===== src/design/sem_pkg.sv =====
`timescale 1ns / 1ps
package sem_pkg;

  localparam int TAPS = 9;
  localparam logic [3:0] LAST_TAP = 4'd8;
  localparam logic [1:0] LAST_CH = 2'd2;
  localparam logic [21:0] ROOT_SAT = 22'd65280;
  localparam logic [7:0] PIX_MAX = 8'd255;
  localparam logic OP_PIXEL = 1'b0;
  localparam logic OP_DRAIN = 1'b1;
  localparam logic CFG_WIDTH = 1'b0;
  localparam logic CFG_HEIGHT = 1'b1;

  typedef struct packed {
    logic load;
    logic start;
    logic div_init;
    logic div_step;
    logic tap_rd;
    logic tap_acc;
    logic sqx;
    logic sqy;
    logic root_init;
    logic root_step;
    logic rnd;
    logic fin;
    logic [3:0] tap;
    logic [1:0] ch;
    logic [2:0] bitn;
  } ctl_cmd_t;

  typedef struct packed {
    logic emit;
  } ctl_sts_t;

  // row offset of a window tap: -1, 0, +1
  function automatic logic signed [1:0] tap_dy(input logic [3:0] tap);
    logic signed [1:0] r;
    case (tap)
      4'd0, 4'd1, 4'd2: r = -2'sd1;
      4'd3, 4'd4, 4'd5: r = 2'sd0;
      default: r = 2'sd1;
    endcase
    return r;
  endfunction

  function automatic logic signed [1:0] tap_dx(input logic [3:0] tap);
    logic signed [1:0] r;
    case (tap)
      4'd0, 4'd3, 4'd6: r = -2'sd1;
      4'd1, 4'd4, 4'd7: r = 2'sd0;
      default: r = 2'sd1;
    endcase
    return r;
  endfunction

  function automatic logic signed [2:0] tap_kx(input logic [3:0] tap);
    logic signed [2:0] r;
    case (tap)
      4'd0, 4'd6: r = -3'sd1;
      4'd3: r = -3'sd2;
      4'd2, 4'd8: r = 3'sd1;
      4'd5: r = 3'sd2;
      default: r = 3'sd0;
    endcase
    return r;
  endfunction

  function automatic logic signed [2:0] tap_ky(input logic [3:0] tap);
    logic signed [2:0] r;
    case (tap)
      4'd0, 4'd2: r = -3'sd1;
      4'd1: r = -3'sd2;
      4'd6, 4'd8: r = 3'sd1;
      4'd7: r = 3'sd2;
      default: r = 3'sd0;
    endcase
    return r;
  endfunction

endpackage


===== src/design/sem_controller.sv =====
`timescale 1ns / 1ps
module sem_controller #(
  parameter int CW = 20
) (
  input  logic clk,
  input  logic rst,
  input  logic in_valid,
  output logic in_stall,
  output logic out_valid,
  input  logic out_stall,
  input  sem_pkg::ctl_sts_t sts,
  output sem_pkg::ctl_cmd_t cmd
);

  localparam int CNT_W = ($clog2(CW + 1) > 4) ? $clog2(CW + 1) : 4;

  typedef enum logic [3:0] {
    IDLE, START, DIV, TRD, TACC, SQX, SQY, ROOT, RND, FIN
  } state_t;

  state_t state;
  logic [CNT_W-1:0] cnt;
  logic [1:0] ch;
  logic emit_q;
  logic fin_go;

  always_comb begin
    fin_go = (state == FIN) && (!emit_q || !out_valid || !out_stall);
    in_stall = state != IDLE;
    cmd = '0;
    cmd.tap = cnt[3:0];
    cmd.ch = ch;
    cmd.bitn = cnt[2:0];
    cmd.load = (state == IDLE) && in_valid;
    cmd.start = state == START;
    cmd.div_init = (state == START) && sts.emit;
    cmd.div_step = state == DIV;
    cmd.tap_rd = state == TRD;
    cmd.tap_acc = state == TACC;
    cmd.sqx = state == SQX;
    cmd.sqy = state == SQY;
    cmd.root_init = state == SQY;
    cmd.root_step = state == ROOT;
    cmd.rnd = state == RND;
    cmd.fin = fin_go;
  end

  always_ff @(posedge clk) begin
    if (rst) begin
      state <= IDLE;
      cnt <= '0;
      ch <= '0;
      emit_q <= 1'b0;
      out_valid <= 1'b0;
    end else begin
      if (fin_go && emit_q) out_valid <= 1'b1;
      else if (out_valid && !out_stall) out_valid <= 1'b0;
      case (state)
        IDLE: begin
          if (in_valid) state <= START;
        end
        START: begin
          emit_q <= sts.emit;
          cnt <= '0;
          ch <= '0;
          state <= sts.emit ? DIV : FIN;
        end
        DIV: begin
          if (cnt == CNT_W'(CW - 1)) begin
            cnt <= '0;
            state <= TRD;
          end else begin
            cnt <= cnt + CNT_W'(1);
          end
        end
        TRD: state <= TACC;
        TACC: begin
          if (cnt[3:0] == sem_pkg::LAST_TAP) begin
            state <= SQX;
          end else begin
            cnt <= cnt + CNT_W'(1);
            state <= TRD;
          end
        end
        SQX: state <= SQY;
        SQY: begin
          cnt <= CNT_W'(7);
          state <= ROOT;
        end
        ROOT: begin
          if (cnt == '0) state <= RND;
          else cnt <= cnt - CNT_W'(1);
        end
        RND: begin
          if (ch == sem_pkg::LAST_CH) begin
            state <= FIN;
          end else begin
            ch <= ch + 2'd1;
            state <= SQX;
          end
        end
        FIN: begin
          if (fin_go) state <= IDLE;
        end
        default: state <= IDLE;
      endcase
    end
  end

endmodule


===== config.mk =====
export PLATFORM = sky130hd
export DESIGN_NAME = sem_controller
export DESIGN_NICKNAME = d
export VERILOG_FILES = /design/src/design/sem_pkg.sv /design/src/design/sem_controller.sv
export SDC_FILE = /design/constraint.sdc
export NUM_CORES = 1
export LEC_CHECK = 0
export BUFFER_PORTS_ARGS = -buffer_cell sky130_fd_sc_hd__buf_2
export CORE_MARGIN = 2
export CORE_UTILIZATION = 30
export DETAILED_ROUTE_END_ITERATION = 6
export GPL_TIMING_DRIVEN = 1
export PLACE_DENSITY_LB_ADDON = 0.2
export SETUP_SLACK_MARGIN = 0.3
export SYNTH_ARGS = -nofsm -noshare
export SYNTH_HDL_FRONTEND = slang
export SYNTH_SLANG_ARGS = --single-unit

===== constraint.sdc =====
create_clock -name clk -period 4.39 [get_ports clk]
set_input_delay 0.878 -clock clk [delete_from_list [all_inputs] [get_ports clk]]
set_output_delay 0.878 -clock clk [all_outputs]
set_load 0.02 [all_outputs]

==> Word level (Yosys, flattened, before mapping) <==
Cells that the tools add are included.
{ "totals": {"output_inout_bits": 23, "input_bits": 5, "word_cells": 62, "regBits": 13} }
{ "classes": {"eq_ne": 19, "reduce_logical": 19, "muxes": 16, "addsub": 3} }
{ "op_table": {"columns": ["operator", "n"], "rows": [
  ["$pmux W4 S10", 1],
  ["$pmux W5 S5", 1],
  ["$mux W4", 6],
  ["$eq A4 B3 Y1 const B", 4],
  ["$mux W5", 3],
  ["$eq A4 B4 Y1 const B", 3],
  ["$ne A2 B2 Y1 const B", 5],
  ["$eq A4 B2 Y1 const B", 2],
  ["$add A5 B1 Y5 const B", 1],
  ["$eq A5 B5 Y1 const B", 1],
  ["$logic_and A1 B1 Y1", 5],
  ["$logic_not A5 Y1", 1],
  ["$reduce_bool A5 Y1", 1],
  ["$sub A5 B1 Y5 const B", 1],
  ["$eq A4 B1 Y1 const B", 1],
  ["$logic_not A4 Y1", 1],
  ["$ne A2 B1 Y1 const B", 2],
  ["$pmux W2 S2", 1],
  ["$reduce_and A4 Y1", 1],
  ["$reduce_bool A2 Y1", 2],
  ["$reduce_bool A4 Y1", 1],
  ["$logic_not A1 Y1", 3],
  ["$mux W3", 1],
  ["$reduce_and A3 Y1", 1],
  ["other kinds (6)", 8]
]} }

==> Logic depth before layout (Yosys ltp) <==
Gate-level depths: netlist of the first run.
{ "logic_depth": {"ltp_word": 6, "depth_mapped": 6} }

==> Worst setup path after synthesis of the first run <==
OpenSTA, ideal clock, no wires.
{ "synth_path": {"path_type": "register to output", "from": "register state[2]", "to": "output port cmd[13] (netlist bit)", "stages_incl_launch_ff": 6, "arrival_time_ns": 1.536, "t_required_ns": 3.512, "setup_slack_ns": 1.976, "cell_sequence": "dfxtp_1 -> clkbuf_1 -> clkbuf_1 -> nand2b_1 -> nor2_1 -> buf_4"} }
{ "synth_lines": {"columns": ["item", "line", "text"], "rows": [
  ["start: declaration", "sem_controller.sv:21", "state_t state;"],
  ["start signal: assignment", "sem_controller.sv:66", "state <= sts.emit ? DIV : FIN;"],
  ["end: declaration", "sem_controller.sv:12", "output sem_pkg::ctl_cmd_t cmd"]
]} }

==> impl_metrics.yaml, run 1 <==
routing:
  remaining_drc_errors: 0
  final_antenna_net_count: 0
  via_count: 1090
  wirelength_um: 2750
  post_drt_via_cell_ratio: 5.24
  routedWlPerCell_um: 13.2
  drt-pass1-iter-count: 4
  drtIter0Drc: 65
min_path:
  min_path_cells: 2
  min_from: "cnt[1]$_SDFFE_PP0P_"
  min_to: "cnt[1]$_SDFFE_PP0P_"
  min_path_type: "reg -> reg"
status:
  status: "finished clean"
cts:
  clk_pin_slew_ps: 60
  cts_setup_buffers: 0
  tritoncts: "built"
  hold_buffers: 0
  cts_sinks: 13
  root_buffer: "clkbuf_8"
  numCtsBuffers: 3
  insertion_delay_ps: 240
  clockBufferDepth: 2
  post_cts_resized: 0
  cts_max_level: 1
setup_path:
  cp.arrival_ps: 1840
  critPathRequiredTime_ps: 3510
  crit_path_end_kind: "primary output"
  ff2ff_setup_slack_ps: 2250
  crit_fanout: 18
  r2r-start: "cnt[0]$_SDFFE_PP0P_"
  setup.worst_path.class: "reg -> out"
  r2r-end: "cnt[3]$_SDFFE_PP0P_"
  start_kind: "flip-flop"
  r2r_cells: 5
die:
  initial_core_util_pct: 31.6
  die_h_um: 66.6
  io_pins: 28
  row_count: 22
  coreArea_um2: 3720
  dieArea_um2: 4440
  dieWidth_um: 66.6
logic_synthesis:
  ys.flop_type: "dfxtp_1"
  yosys.cell_types.count: 47
  ys_seq_area_share_pct: 22.1
  async_reset_ff_share_pct: 0
  synth_edf_count: 0
  yosys_warnings: 0
  syn_nets: 158
  yosys.area.top_type: "dfxtp_1"
  ys_seq_elements: 13
  synth_top_area_share_pct: 22.1
  syn-instance-count: 149
  synth_area_leaders: "dfxtp_1 (22%), buf_4 (5.7%), ha_1 (4.3%)"
  synth_area_um2: 1180
  syn-mean-instance-area_um2: 7.89
finish:
  diodes: 0
  nFillCells: 406
  nets: 170
  fin_area_um2: 1290
  drive_gt1_share_pct: 22.5
  area_growth_pct: 10.1
place:
  gp_congestion: 0.805
  io_buffers: 27
  placed_cell_area_um2: 1250
  hpwl_um: 2100
pwr:
  clkPwrFrac_pct: 30.4
  vdd.ir_drop.worst_mv: 0.133
  p_comb_share_pct: 28.9
  switchingPower_w: 0.000121
  intPower_w: 0.000230
  p_total_w: 0.000351
  leakage_nw: 0.517
  power_density_nw_per_um2: 271
  p_sw_share_pct: 34.4
  share_seq_of_total_power_pct: 40.7
run:
  drv_cap: 0
global_route:
  gr-usage-met1_pct: 19.4
  grt_pass1_wl_um: 4620
  grt-busiest-layer: "met2"
  grt.met2_usage_pct: 20.0
  antenna_found_initial: 0
  grtUsageMet3_pct: 3.04
  gr-total-overflow: 0
  grt_max_degree: 22
  grt_pass1_vias: 976
  grt_use_total_pct: 13.3
sta:
  slew_headroom_pct: 55.2
  report.final.slew_viol_count: 0
  setup_violations: 0
  finClkSkew_ps: 3.65
  tightest_slew_ps: 662
  fin_crit_sh_pct: 61.9
  fin_setup_tns_ps: 0
  max_freq_mhz: 368
  period_minus_slack_ps: 2720
  rsz0062_at_grt: "false"
  hold_violations: 0
==> stage by stage <==
step           instances  hold slack [ps]  utilization (%)  setup slack, ps
6_report             208              559             34.8             1670
5_1_grt              208              618             34.8             1520
4_1_cts              208              562             34.8             1660
3_5_place_dp         204              553             33.6             1930
3_3_place_gp         204              542             33.6             1980
2_1_floorplan        149              511                -             1980
==> power groups by stage <==
stage,combinational (W),clock [W],sequential (W)
after floorplan,0.0000918,0,0.000130
after global placement,0.000101,0,0.000145
after detailed placement,0.000101,0,0.000145
after CTS,0.000101,0.000112,0.000142
after global routing,0.000111,0.000116,0.000145
final,0.000101,0.000107,0.000143
==> critical path, cell delays in order, from the launching register on <==
cell     delay [ps]
dfxtp_1         640
nor4b_2         570
and2_1          220
buf_2           170
==> cell families (layout without fill, tap and decap cells) <==
group	after synthesis	count (layout)	synth area share, %
AO/OA/AOI/OAI	30	30	19.3
XOR/XNOR	7	7	5.21
adder cells (fa/ha/maj)	4	4	4.26
buffers and inverters	29	40	13.2
flip-flops	13	13	22.1
multiplexers	4	4	3.51
AND/OR/NAND/NOR	62	62	32.4
==> per-layer routing <==
| metal | vias to the layer above | part of all wire (%) |
|---|---|---|
| met2 | 30 | 46 |
| met4 | 0 | 0.29 |
| met1 | 513 | 49 |
| met3 | 2 | 5.0 |
| met5 | - | 0 |
| li1 | 545 | - |
==> area by class of cell <==
type | count | area (um2) | share of cell area [%]
Timing Repair Buffer | 27 | 135 | 10.4
Tap cell | 48 | 60.1 | 4.64
Clock buffer | 4 | 45.0 | 3.48
Inverter | 9 | 33.8 | 2.61
Sequential cell | 13 | 260 | 20.1
Multi-Input combinational cell | 107 | 761 | 58.7
==> Yosys cell counts, types with 3 or more instances <==
master,instances
a32o_1,3
nor2b_1,6
mux2i_1,3
inv_1,9
and2_1,3
ha_1,4
clkbuf_1,5
buf_2,4
nor4b_1,3
dfxtp_1,13
buf_4,9
xor2_1,3
a21oi_1,6
nand2_1,6
o22ai_1,3
nor2_1,10
o211ai_1,4
nor3_1,7
xnor2_1,4
nand2b_1,7
nand3_1,7
==> worst max-delay path by stage <==
stage | endpoint | from | cells past startpoint | slack, ps
after floorplan | cmd[13] | state[2]$_SDFFE_PP0P_ | 5 | 1980
after global placement | cmd[18] | state[0]$_SDFFE_PP0P_ | 3 | 1980
after detailed placement | cmd[18] | state[0]$_SDFFE_PP0P_ | 3 | 1930
after CTS | cmd[18] | state[0]$_SDFFE_PP0P_ | 3 | 1660
after global routing | cmd[18] | state[0]$_SDFFE_PP0P_ | 3 | 1520
final | cmd[18] | state[0]$_SDFFE_PP0P_ | 3 | 1670
==> flip-flops by register name, summed over array words and instances (netlist names) <==
register and flops:
ch 2, cnt 5, emit_q 1, out_valid 1
state 4
==> cell usage in the layout, fill, tap and decap left out, types with 2 or more instances in the layout <==
cell type  instances
nor4b_1            3
a32o_1             3
clkbuf_8           3
and3_1             2
a31oi_1            2
o21a_1             2
inv_1              9
nand2_1            6
ha_1               4
nor3_1             7
xnor2_1            4
dfxtp_1           13
buf_2             27
a21oi_1            6
nor2b_1            6
and2_1             3
nor2_1            10
mux2i_1            3
xor2_1             3
o22ai_1            3
nand3_1            7
nand2b_1           7
nor3b_1            2
o211ai_1           4
(Power assumes the default switching activity.)
==> run 2, diff against run 1 <==
==> constraint.sdc (replaced) <==
create_clock -name clk -period 2.8 [get_ports clk]
set_input_delay 0.56 -clock clk [delete_from_list [all_inputs] [get_ports clk]]
set_output_delay 0.56 -clock clk [all_outputs]
set_load 0.02 [all_outputs]
==> impl_metrics.yaml, run 2 (synthesis gave the netlist of run 1 again) <==
cts:
  cts_max_level: 1
  clk_pin_slew_ps: 60
  root_buffer: "clkbuf_8"
  hold_buffers: 0
  cts_setup_buffers: 0
  post_cts_resized: 0
  tritoncts: "built"
  insertion_delay_ps: 240
  numCtsBuffers: 3
  cts_sinks: 13
  clockBufferDepth: 2
place:
  dp_slack_ps: 758
  dp_cells: 206
  gp_congestion: 0.913
  hpwl_um: 2240
  io_buffers: 27
  placed_cell_area_um2: 1260
pwr:
  power_density_nw_per_um2: 428
  leakage_nw: 0.531
  vdd.ir_drop.worst_mv: 0.213
status:
  status: "finished clean"
global_route:
  grt_pass1_wl_um: 5060
  gr-total-overflow: 0
  antenna_found_initial: 0
  grt_max_degree: 21
  grt_pass1_vias: 1096
  grt_use_total_pct: 14.8
finish:
  fin_area_um2: 1310
  nets: 172
  register_area_um2: 260
  top_register: "cnt"
  top_regs: "cnt x5, state x4, ch x2"
  multi_input_area_um2: 761
  utilization_pct: 35.3
  drive_gt1_share_pct: 24.1
  nFillCells: 419
  diodes: 0
  largest_reg_flops: 5
  layout_common_cells: "buf_2 (27), dfxtp_1 (13), nor2_1 (10)"
  layout_commonest_cell: "buf_2"
  area_growth_pct: 11.5
  instances_no_fill: 210
setup_path:
  r2r_cells: 5
  r2r-start: "cnt[0]$_SDFFE_PP0P_"
  setup.worst_path.class: "reg -> out"
  cp.arrival_ps: 1690
  start_kind: "flip-flop"
  crit_start: "state[1]$_SDFFE_PP0P_"
  critPathRequiredTime_ps: 2240
  crit_end: "cmd[11]"
  crit_path_end_kind: "primary output"
  r2r-end: "state[1]$_SDFFE_PP0P_"
  ff2ff_setup_slack_ps: 710
  crit_fanout: 20
sta:
  report.final.slew_viol_count: 0
  tightest_slew_ps: 674
  fin_setup_tns_ps: 0
  rsz0062_at_grt: "false"
  setup_violations: 0
  max_freq_mhz: 445
  hold_violations: 0
  slew_headroom_pct: 54.5
  timing.final.ws_setup_ps: 555
  finClkSkew_ps: 3.15
  fin_crit_sh_pct: 80.2
  period_minus_slack_ps: 2250
routing:
  drt-pass1-iter-count: 4
  wirelength_um: 3060
  via_count: 1113
  routedWlPerCell_um: 14.6
  post_drt_via_cell_ratio: 5.30
  final_antenna_net_count: 0
  remaining_drc_errors: 0
  drtIter0Drc: 59
die:
  io_pins: 28
  coreArea_um2: 3720
  die_h_um: 66.6
  row_count: 22
  dieArea_um2: 4440
  dieWidth_um: 66.6
  initial_core_util_pct: 31.6
min_path:
  min_path_type: "reg -> reg"
  min_path_cells: 2
run:
  drv_cap: 0
run 2: cell count changes in the layout (fill, tap and decap cells not counted):
cell,before,now
clkinv_2,0,1
buf_4,0,2
clkbuf_1,1,0
run 2: final cells by class:
cell class | instances | share of cell area (%)
Inverter | 9 | 2.58
Clock inverter | 1 | 0.382
Timing Repair Buffer | 29 | 11.5
Tap cell | 48 | 4.58
Multi-Input combinational cell | 107 | 58.0
Sequential cell | 13 | 19.8
Clock buffer | 3 | 3.15
run 2: metrics by stage:
step / power [W] / hold slack (ps)
2_1_floorplan: 0.000348 / 511
3_3_place_gp: 0.000392 / 554
3_5_place_dp: 0.000394 / 553
4_1_cts: 0.000567 / 564
5_1_grt: 0.000598 / 600
6_report: 0.000561 / 564
run 2: metal layers:
metal	GRT usage, %	wire length [um]	vias to the layer above
met1	18.8	1490	535
li1	-	-	548
met3	4.05	123	2
met2	24.8	1440	28
met4	3.57	12	0
met5	0	0	-
run 2: worst min path at each step:
stage,start,to,slack [ps]
final,cnt[1]$_SDFFE_PP0P_,cnt[1]$_SDFFE_PP0P_,560
after detailed placement,cnt[1]$_SDFFE_PP0P_,cnt[1]$_SDFFE_PP0P_,550
after global placement,cnt[1]$_SDFFE_PP0P_,cnt[1]$_SDFFE_PP0P_,550
after CTS,cnt[1]$_SDFFE_PP0P_,cnt[1]$_SDFFE_PP0P_,560
after floorplan,cnt[1]$_SDFFE_PP0P_,cnt[1]$_SDFFE_PP0P_,510
after global routing,emit_q$_SDFFE_PP0N_,out_valid$_SDFFE_PP0P_,600
run 2: power breakdown:
part	total, W	internal [W]	switching, W
registers	0.000224	0.000194	0.0000300
logic	0.000167	0.0000712	0.0000962
clock network	0.000170	0.0000983	0.0000715
total	0.000561	0.000364	0.000198
run 2: worst max-delay path, stage by stage (launching register included):
cell and delay, ps:
dfxtp_1 760, nand4b_1 340, inv_1 160, buf_2 180
